===== src/hdl/bvre_pkg.sv =====
package bvre_pkg;

   typedef struct packed {
      logic [2:0]  command;
      logic [9:0]  position;
      logic [10:0] run_length;
      logic        fill_value;
      logic [7:0]  write_data;
   } bvre_req_type;

   typedef struct packed {
      logic        bit_out;
      logic [7:0]  byte_out;
      logic [10:0] current_length;
      logic [1:0]  status;
   } bvre_rsp_type;

   localparam logic [2:0] CMD_READ_BIT   = 3'd0;
   localparam logic [2:0] CMD_READ_BYTE  = 3'd1;
   localparam logic [2:0] CMD_WRITE_BYTE = 3'd2;
   localparam logic [2:0] CMD_FILL_RUN   = 3'd3;
   localparam logic [2:0] CMD_INSERT_RUN = 3'd4;
   localparam logic [2:0] CMD_REMOVE_RUN = 3'd5;
   localparam logic [2:0] CMD_APPEND_RUN = 3'd6;

   localparam logic [1:0] ST_OK       = 2'd0;
   localparam logic [1:0] ST_RANGE    = 2'd1;
   localparam logic [1:0] ST_CAPACITY = 2'd2;

   // operation broadcast to every cell of the chain
   typedef enum logic [2:0] {
      OP_HOLD,
      OP_SHR,
      OP_SHL,
      OP_FILL,
      OP_READ
   } bvre_op_type;

   typedef struct packed {
      bvre_op_type op;
      logic        fill_value;
      logic        use_data;
      logic [7:0]  write_data;
   } bvre_ctrl_type;

endpackage


===== src/hdl/bvre_cell.sv =====
module bvre_cell import bvre_pkg::*; #(
   parameter int WORD_BITS = 8,
   parameter int IDX_W     = 12,
   parameter int BASE      = 0
) (
   input  logic                 clock,
   input  logic                 reset,
   input  bvre_ctrl_type        ctrl,
   input  logic [IDX_W-1:0]     lo,
   input  logic [IDX_W-1:0]     hi,
   input  logic                 prev_last,
   input  logic                 next_first,
   input  logic [7:0]           rd_prev,
   output logic [WORD_BITS-1:0] word,
   output logic [7:0]           rd
);

   // bit k of word_ff is vector bit BASE + k
   logic [WORD_BITS-1:0] word_ff, word_in;
   logic [7:0]           rd_ff, rd_in;
   logic [WORD_BITS-1:0] shr_src, shl_src;

   assign shr_src = {word_ff[WORD_BITS-2:0], prev_last};
   assign shl_src = {next_first, word_ff[WORD_BITS-1:1]};

   always_comb begin
      logic [IDX_W-1:0] idx;
      logic [IDX_W-1:0] rel_pos;
      logic             ge;
      logic [7:0]       contrib;
      word_in = word_ff;
      contrib = '0;
      for (int k = 0; k < WORD_BITS; k++) begin
         idx     = IDX_W'(BASE + k);
         rel_pos = idx - lo;
         ge      = (idx >= lo);
         case (ctrl.op)
            OP_SHR: begin
               if (ge) begin
                  word_in[k] = (idx == lo) ? ctrl.fill_value : shr_src[k];
               end
            end
            OP_SHL: begin
               if (ge) begin
                  word_in[k] = shl_src[k];
               end
            end
            OP_FILL: begin
               if (ge && (idx < hi)) begin
                  word_in[k] = ctrl.use_data ? ctrl.write_data[3'd7 - rel_pos[2:0]]
                                             : ctrl.fill_value;
               end
            end
            OP_READ: begin
               if (ge && (rel_pos < IDX_W'(8))) begin
                  contrib[3'd7 - rel_pos[2:0]] = word_ff[k];
               end
            end
            default: ;
         endcase
      end
      // read window is or-ed along the chain, one cell per cycle
      rd_in = (ctrl.op == OP_READ) ? (contrib | rd_prev) : '0;
   end

   always_ff @(posedge clock) begin
      if (reset) begin
         word_ff <= '0;
         rd_ff   <= '0;
      end else begin
         word_ff <= word_in;
         rd_ff   <= rd_in;
      end
   end

   assign word = word_ff;
   assign rd   = rd_ff;

endmodule

===== config.mk =====
export PLATFORM = sky130hd
export DESIGN_NAME = bvre_cell
export DESIGN_NICKNAME = d
export VERILOG_FILES = /design/src/hdl/bvre_pkg.sv /design/src/hdl/bvre_cell.sv
export SDC_FILE = /design/constraint.sdc
export NUM_CORES = 1
export LEC_CHECK = 0
export BUFFER_PORTS_ARGS = -buffer_cell sky130_fd_sc_hd__clkbuf_2
export CORE_UTILIZATION = 40
export CTS_CLUSTER_DIAMETER = 60
export DETAILED_ROUTE_END_ITERATION = 8
export PLACE_DENSITY = 0.58
export SYNTH_ARGS = -nofsm -noshare
export SYNTH_HDL_FRONTEND = slang
export SYNTH_SLANG_ARGS = --single-unit

===== constraint.sdc =====
create_clock -name clock -period 3.89 [get_ports clock]
set_input_delay 0.778 -clock clock [delete_from_list [all_inputs] [get_ports clock]]
set_output_delay 0.778 -clock clock [all_outputs]
set_load 0.03 [all_outputs]

-- After elaboration in Yosys (flattened, before gate mapping)
Cells that the tools add are included.
- output and inout port bits: 16
- register bits after elaboration: 16
- input bits: 49
- magnitude comparators: 40
- bitwise gates (word level): 3
- mux-type cells: 103
- eq/ne operators: 35
- $add $sub $neg: 16
- reduce and logical (&&, ||, !) cells: 35
- operators with widths (kind ; count):
    8-bit 2-to-1 mux ; 16
    12-bit by 4-bit less-than comparator with 1-bit output, second input constant ; 8
    8-bit bitwise mux ; 7
    1-bit 2-to-1 mux ; 56
    3-bit by 12-bit equality test with 1-bit output, first input constant ; 4
    3-bit by 12-bit greater-or-equal comparator with 1-bit output, first input constant ; 4
    3-bit by 12-bit less-than comparator with 1-bit output, first input constant ; 4
    2-bit != test, second input constant ; 24
    3-bit by 12-bit subtractor with 12-bit output, first input constant ; 4
    3-bit by 4-bit less-than comparator with 1-bit output, second input constant ; 8
    4-bit AND reduction ; 8
    1-bit binary-select mux with 3-bit select ; 8
    1-bit demux with 3-bit select ; 8
    2-bit by 12-bit equality test with 1-bit output, first input constant ; 2
    1-bit by 12-bit greater-or-equal comparator with 1-bit output, first input constant ; 2
    2-bit by 12-bit greater-or-equal comparator with 1-bit output, first input constant ; 2
    3-bit by 1-bit greater-or-equal comparator with 1-bit output, second input constant ; 8
    1-bit logical AND ; 24
    1-bit by 12-bit less-than comparator with 1-bit output, first input constant ; 2
    2-bit by 12-bit less-than comparator with 1-bit output, first input constant ; 2
    1-bit one-hot mux with 3 select lines ; 8
    1-bit by 12-bit subtractor with 12-bit output, first input constant ; 2
    2-bit by 12-bit subtractor with 12-bit output, first input constant ; 2
    3-bit subtractor, first input constant ; 8
    other kinds (10) ; 11

-- Logic depth before layout (Yosys ltp)
- depth in word-level cells: 31
- depth in mapped cells: 12
- mapped depth without buffers: 9

-- Worst setup path before layout
No wires, ideal clock.
- path kind: input to register
- start point: input port lo[3]
- end point: register rd_ff[1], in the netlist rd[1]
- path buffers: 2
- data required time: 3.774 ns
- arrival: 3.061 ns
- setup slack: 0.713 ns
- cell stages on the path: 11
- setup time: 0.116 ns
- cell sequence: clkbuf_1 -> inv_1 -> ha_1 -> clkbuf_1 -> a211o_1 -> nor4_1 -> and4_2 -> nand2b_1 -> a221oi_2 -> a311o_1 -> o211a_1
- word-level cells in the longest chain between the ends: 27
- RTL lines (element ; RTL line ; text):
    from (decl) ; bvre_cell.sv:9 ; input logic [IDX_W-1:0] lo,
    1-bit by 12-bit subtractor with 12-bit output ; bvre_cell.sv:35 ; rel_pos = idx - lo;
    12-bit by 4-bit less-than comparator with 1-bit output ; bvre_cell.sv:55 ; if (ge && (rel_pos < IDX_W'(8))) begin
    1-bit logical AND ; bvre_cell.sv:55 ;
    8-bit 2-to-1 mux ; bvre_cell.sv:55 ;
    8-bit 2-to-1 mux ; bvre_cell.sv:37 ; case (ctrl.op)
    8-bit bitwise mux ; bvre_cell.sv:56 ; contrib[3'd7 - rel_pos[2:0]] = word_ff[k];
    8-bit 2-to-1 mux ; bvre_cell.sv:55 ;
    8-bit 2-to-1 mux ; bvre_cell.sv:37 ;
    [11 not listed] ; n/a ;
    8-bit 2-to-1 mux ; bvre_cell.sv:37 ;
    8-bit bitwise mux ; bvre_cell.sv:56 ;
    8-bit 2-to-1 mux ; bvre_cell.sv:55 ;
    8-bit 2-to-1 mux ; bvre_cell.sv:37 ;
    8-bit bitwise mux ; bvre_cell.sv:56 ;
    8-bit 2-to-1 mux ; bvre_cell.sv:55 ;
    8-bit 2-to-1 mux * ; bvre_cell.sv:37 ;
    8-bit OR * ; bvre_cell.sv:63 ; rd_in = (ctrl.op == OP_READ) ? (contrib | rd_prev) : '0;
    to (signal assigned) ; bvre_cell.sv:72 ; rd_ff <= rd_in;
    to (decl) ; bvre_cell.sv:20 ; logic [7:0] rd_ff, rd_in;
Every way passes the cells marked *; elsewhere a longest branch is shown, timed or not.
A chain may end at the register's enable or synchronous reset.

-- Worst setup path in the final report
- start point: input port lo[3]
- end point: register rd_ff[6], in the netlist rd[6]
The elaborated chain is that of the path after synthesis.

==> tab_implementation.tex <==
\begin{tabular}{lr}
\hline
Metric & Value \\
\hline
\multicolumn{2}{l}{\textbf{GRT}} \\
\quad Grt total ovfl & 0 \\
\quad Number of global-route vias before repair & 3,198 \\
\quad Antenna violations before repair & 0 \\
\quad Pin count of the biggest net entering global routing & 27 \\
\quad First-pass GRT wire length & 16.7 mm \\
\quad GRT Util Overall & 28.4\% \\
\multicolumn{2}{l}{\textbf{Detailed routing}} \\
\quad Per-cell routed wire length & 19.2 um \\
\quad Number of DRC markers in iteration 0 & 320 \\
\quad Number of routed nets with antenna violations & 0 \\
\quad Post-detailed-route DRC marker count & 0 \\
\quad Via count & 3,569 \\
\quad Total wirelength of the detailed-routed design & 10.7 mm \\
\quad Detailed Routing Iterations Pass 1 & 5 \\
\quad Per-cell via count in the routed design & 6.40 \\
\multicolumn{2}{l}{\textbf{Worst setup path}} \\
\quad Critical path startpoint category & input pin \\
\quad Crit end category & register \\
\quad Timing startpoint of the critical path & lo[3] \\
\quad Critical path data arrival time & 3.57 ns \\
\quad Critical path, cell by cell & clkbuf\_2 > inv\_1 > ha\_1 > or4b\_1 > a211oi\_2 > xor2\_1 > and3\_1 > nand3\_1 > o31a\_1 > a2bb2oi\_1 \\
\quad Worst flop-to-flop path startpoint & word[3] \\
\quad CP max-delay cell & sky130\_fd\_sc\_hd\_\_or4b\_1 \\
\quad Class of the most critical setup path & in -> reg \\
\quad Slowest Stage Delay on Critical Path & 0.53 ns \\
\quad Highest net fanout along the worst path & 12 \\
\quad Crit path required time & 4.07 ns \\
\multicolumn{2}{l}{\textbf{Timing}} \\
\quad Max-slew violations & 0 \\
\quad Setup Viol. Count Final & 0 \\
\quad Unrepaired setup endpoints after global routing & false \\
\quad Shortest clock period the worst path allows after layout & 3.39 ns \\
\quad Crit share post-route & 87.2\% \\
\quad Setup WS post-layout & 0.499 ns \\
\quad Worst hold-check slack & 0.547 ns \\
\quad Pin slew with the least headroom to its limit & 0.907 ns \\
\quad Fmax & 0.295 GHz \\
\quad Endpoints failing hold & 0 \\
\quad Post-route clock skew & 0.00790 ns \\
\quad Tightest slew margin relative to the limit & 39.1\% \\
\quad Final total negative setup slack & 0 ns \\
\multicolumn{2}{l}{\textbf{Floorplanning}} \\
\quad Y dimension of the die & 88.6 um \\
\quad DIE AREA & 7850 um\^{}2 \\
\quad Width of the chip & 88.6 um \\
\quad Area of the core & 7250 um\^{}2 \\
\quad Floorplan row count & 31 \\
\quad I/O Pins & 65 \\
\quad Starting density of the core & 41.4\% \\
\multicolumn{2}{l}{\textbf{Logic synthesis}} \\
\quad Post-synth design cell area & 3000 um\^{}2 \\
\quad Cell count after synthesis & 403 \\
\quad Number of enable flip-flop cells after synthesis & 0 \\
\quad Flip-flop and latch count after synthesis & 16 \\
\quad Post-synth net total & 465 \\
\quad Post-synthesis average cell area & 7.45 um\^{}2 \\
\quad Share of flip-flops with an asynchronous set or reset after synthesis & 0\% \\
\quad Warnings, synthesis & 0 \\
\quad Main flop type after synthesis & sky130\_fd\_sc\_hd\_\_dfxtp\_1 \\
\quad Yosys cell types & 77 \\
\quad Part of the Yosys area used for sequential elements & 10.7\% \\
\multicolumn{2}{l}{\textbf{Clocking}} \\
\quad \# H-tree levels & 1 \\
\quad Clock Tree Root & sky130\_fd\_sc\_hd\_\_clkbuf\_8 \\
\quad CTS tree & yes \\
\quad Insertion delay to the later sink of the worst-skew pair & 0.25 ns \\
\quad Clock Sink Count & 16 \\
\quad Clock transition at path regs & 0.07 ns \\
\quad Hold buffer count at CTS & 0 \\
\quad Buffers inserted by post-CTS timing repair & 0 \\
\quad Max clock buf depth & 2 \\
\quad Number of cells upsized or downsized after cts & 0 \\
\quad TritonCTS buffer count & 3 \\
\multicolumn{2}{l}{\textbf{Placed design}} \\
\quad Half-perimeter wire length after detailed placement & 8.39 mm \\
\quad Worst Setup Slack post-DPL & 0.318 ns \\
\quad Routability Congestion & 0.940 \\
\quad Count of input and output buffers & 63 \\
\quad DP Area & 3370 um\^{}2 \\
\multicolumn{2}{l}{\textbf{Finish}} \\
\quad Fraction of layout cells with a size suffix above 1 & 23.1\% \\
\quad Number of fillers in the final layout & 788 \\
\quad Area of all placed cells without fillers & 3410 um\^{}2 \\
\quad Core utilization of the finished layout & 47.0\% \\
\quad Diodes inserted & 0 \\
\quad Number of nets in the final layout & 523 \\
\quad Relative area change from synthesis to final layout & 13.5\% \\
\multicolumn{2}{l}{\textbf{Power and ir drop}} \\
\quad Worst VDD drop & 0.0000999 V \\
\quad Power density of the placed cells & 154 nW/um\^{}2 \\
\quad Total leakage power & 1.26 nW \\
\multicolumn{2}{l}{\textbf{Flow run}} \\
\quad Maximum Capacitance Violations & 0 \\
\multicolumn{2}{l}{\textbf{Hold path}} \\
\quad Worst min path class & reg -> reg \\
\quad Hold path start & word[1] \\
\multicolumn{2}{l}{\textbf{Outcome}} \\
\quad Run status & finished clean \\
\hline
\end{tabular}
Yosys cell counts, drive strengths merged, types with 3 or more instances:
master | n | area, um^2
nand2 | 40 | 150
nor2 | 32 | 125
o21ai | 22 | 110
a21oi | 19 | 98.9
nor3 | 17 | 85.1
clkbuf | 16 | 130
dfxtp | 16 | 320
nand3 | 14 | 75.1
nor2b | 14 | 87.6
a211oi | 13 | 103
ha | 13 | 163
inv | 13 | 48.8
mux2i | 12 | 120
a31oi | 11 | 68.8
mux4 | 8 | 180
nand3b | 8 | 60.1
nor4 | 8 | 83.8
o211ai | 8 | 60.1
and3 | 7 | 43.8
buf | 7 | 40.0
o22ai | 7 | 43.8
nand2b | 6 | 37.5
or3 | 6 | 37.5
xnor2 | 6 | 52.6
a221oi | 5 | 50.0
nand4 | 5 | 31.3
and2 | 4 | 25.0
or4 | 4 | 30.0
a21o | 3 | 22.5
a311oi | 3 | 26.3
and4 | 3 | 27.5
nor3b | 3 | 22.5
nor4b | 3 | 26.3
o21bai | 3 | 22.5
o32ai | 3 | 26.3
placed cells by master (no fill, tap or decap), types with 5 or more instances in the layout:
master / netlist / final
sky130_fd_sc_hd__clkbuf_2: 0 / 63
sky130_fd_sc_hd__nand2_1: 40 / 40
sky130_fd_sc_hd__o22ai_1: 7 / 7
sky130_fd_sc_hd__mux2i_1: 12 / 12
sky130_fd_sc_hd__nand3_1: 13 / 13
sky130_fd_sc_hd__o21ai_0: 21 / 21
sky130_fd_sc_hd__or3_1: 6 / 6
sky130_fd_sc_hd__buf_4: 0 / 14
sky130_fd_sc_hd__dfxtp_1: 16 / 16
sky130_fd_sc_hd__nand2b_1: 6 / 6
sky130_fd_sc_hd__nor2_1: 30 / 30
sky130_fd_sc_hd__a21oi_1: 18 / 18
sky130_fd_sc_hd__o211ai_1: 8 / 8
sky130_fd_sc_hd__mux4_2: 8 / 8
sky130_fd_sc_hd__nand4_1: 5 / 5
sky130_fd_sc_hd__xnor2_1: 6 / 6
sky130_fd_sc_hd__nor2b_1: 14 / 14
sky130_fd_sc_hd__a31oi_1: 11 / 11
sky130_fd_sc_hd__and3_1: 7 / 7
sky130_fd_sc_hd__inv_1: 13 / 13
sky130_fd_sc_hd__ha_1: 13 / 13
sky130_fd_sc_hd__a211oi_1: 12 / 12
sky130_fd_sc_hd__nand3b_1: 8 / 8
sky130_fd_sc_hd__nor3_1: 17 / 17
worst paths after layout:
path / endpoint / slack, ns / depth (start not counted)
worst max-delay path: rd[6] / 0.50 / 10
worst min-delay path: word[1] / 0.55 / 2
worst max register to register: rd[5] / 2.04 / 5
worst min register to register: word[1] / 0.55 / 2
report_power, final:
group          switching [W]  internal [W]  leakage (nW)
sequential       0.000000481      0.000166         0.129
combinational       0.000142     0.0000891          1.11
clock              0.0000596     0.0000688        0.0216
total               0.000202      0.000323          1.26
state kept, by name, indices dropped and copies added (netlist names):
signal / flops
rd: 8
word: 8
kinds of logic after synthesis:
logic type	synth area share [%]
and+or+nand+nor	34.2
xor gates and xnor gates	2.33
adders and majority gates	5.42
DFF	10.7
muxes	10.8
AOI/OAI and AO/OA	28.9
buffers and inverters	7.75
layout make-up:
class                           instances  area [um^2]  share of cell area, %
Clock buffer                            3         41.3                   1.21
Inverter                               14         52.6                   1.54
Multi-Input combinational cell        349         2450                   71.9
Sequential cell                        16          320                   9.40
Tap cell                               99          124                   3.64
Timing Repair Buffer                   77          420                   12.3
critical path: cells and delay by family:
kind / cells / cell delay (ns)
buf+inv: 2 / 0.43
simple gates: 3 / 0.94
fa+ha+maj: 1 / 0.41
xor+xnor: 1 / 0.28
compound gates: 3 / 0.74
stage by stage:
stage / cells / total power [W]
3_3_place_gp: 555 / 0.000394
6_report: 558 / 0.000525
5_1_grt: 558 / 0.000557
2_1_floorplan: 403 / 0.000322
4_1_cts: 558 / 0.000524
3_5_place_dp: 555 / 0.000397
per-layer routing:
layer	GRT usage, %	part of all wire, %
met5	0	0
met1	36.6	42
met2	45.7	45
met3	4.29	7.1
met4	15.0	5.9
Power figures use the tool's default switching activity.
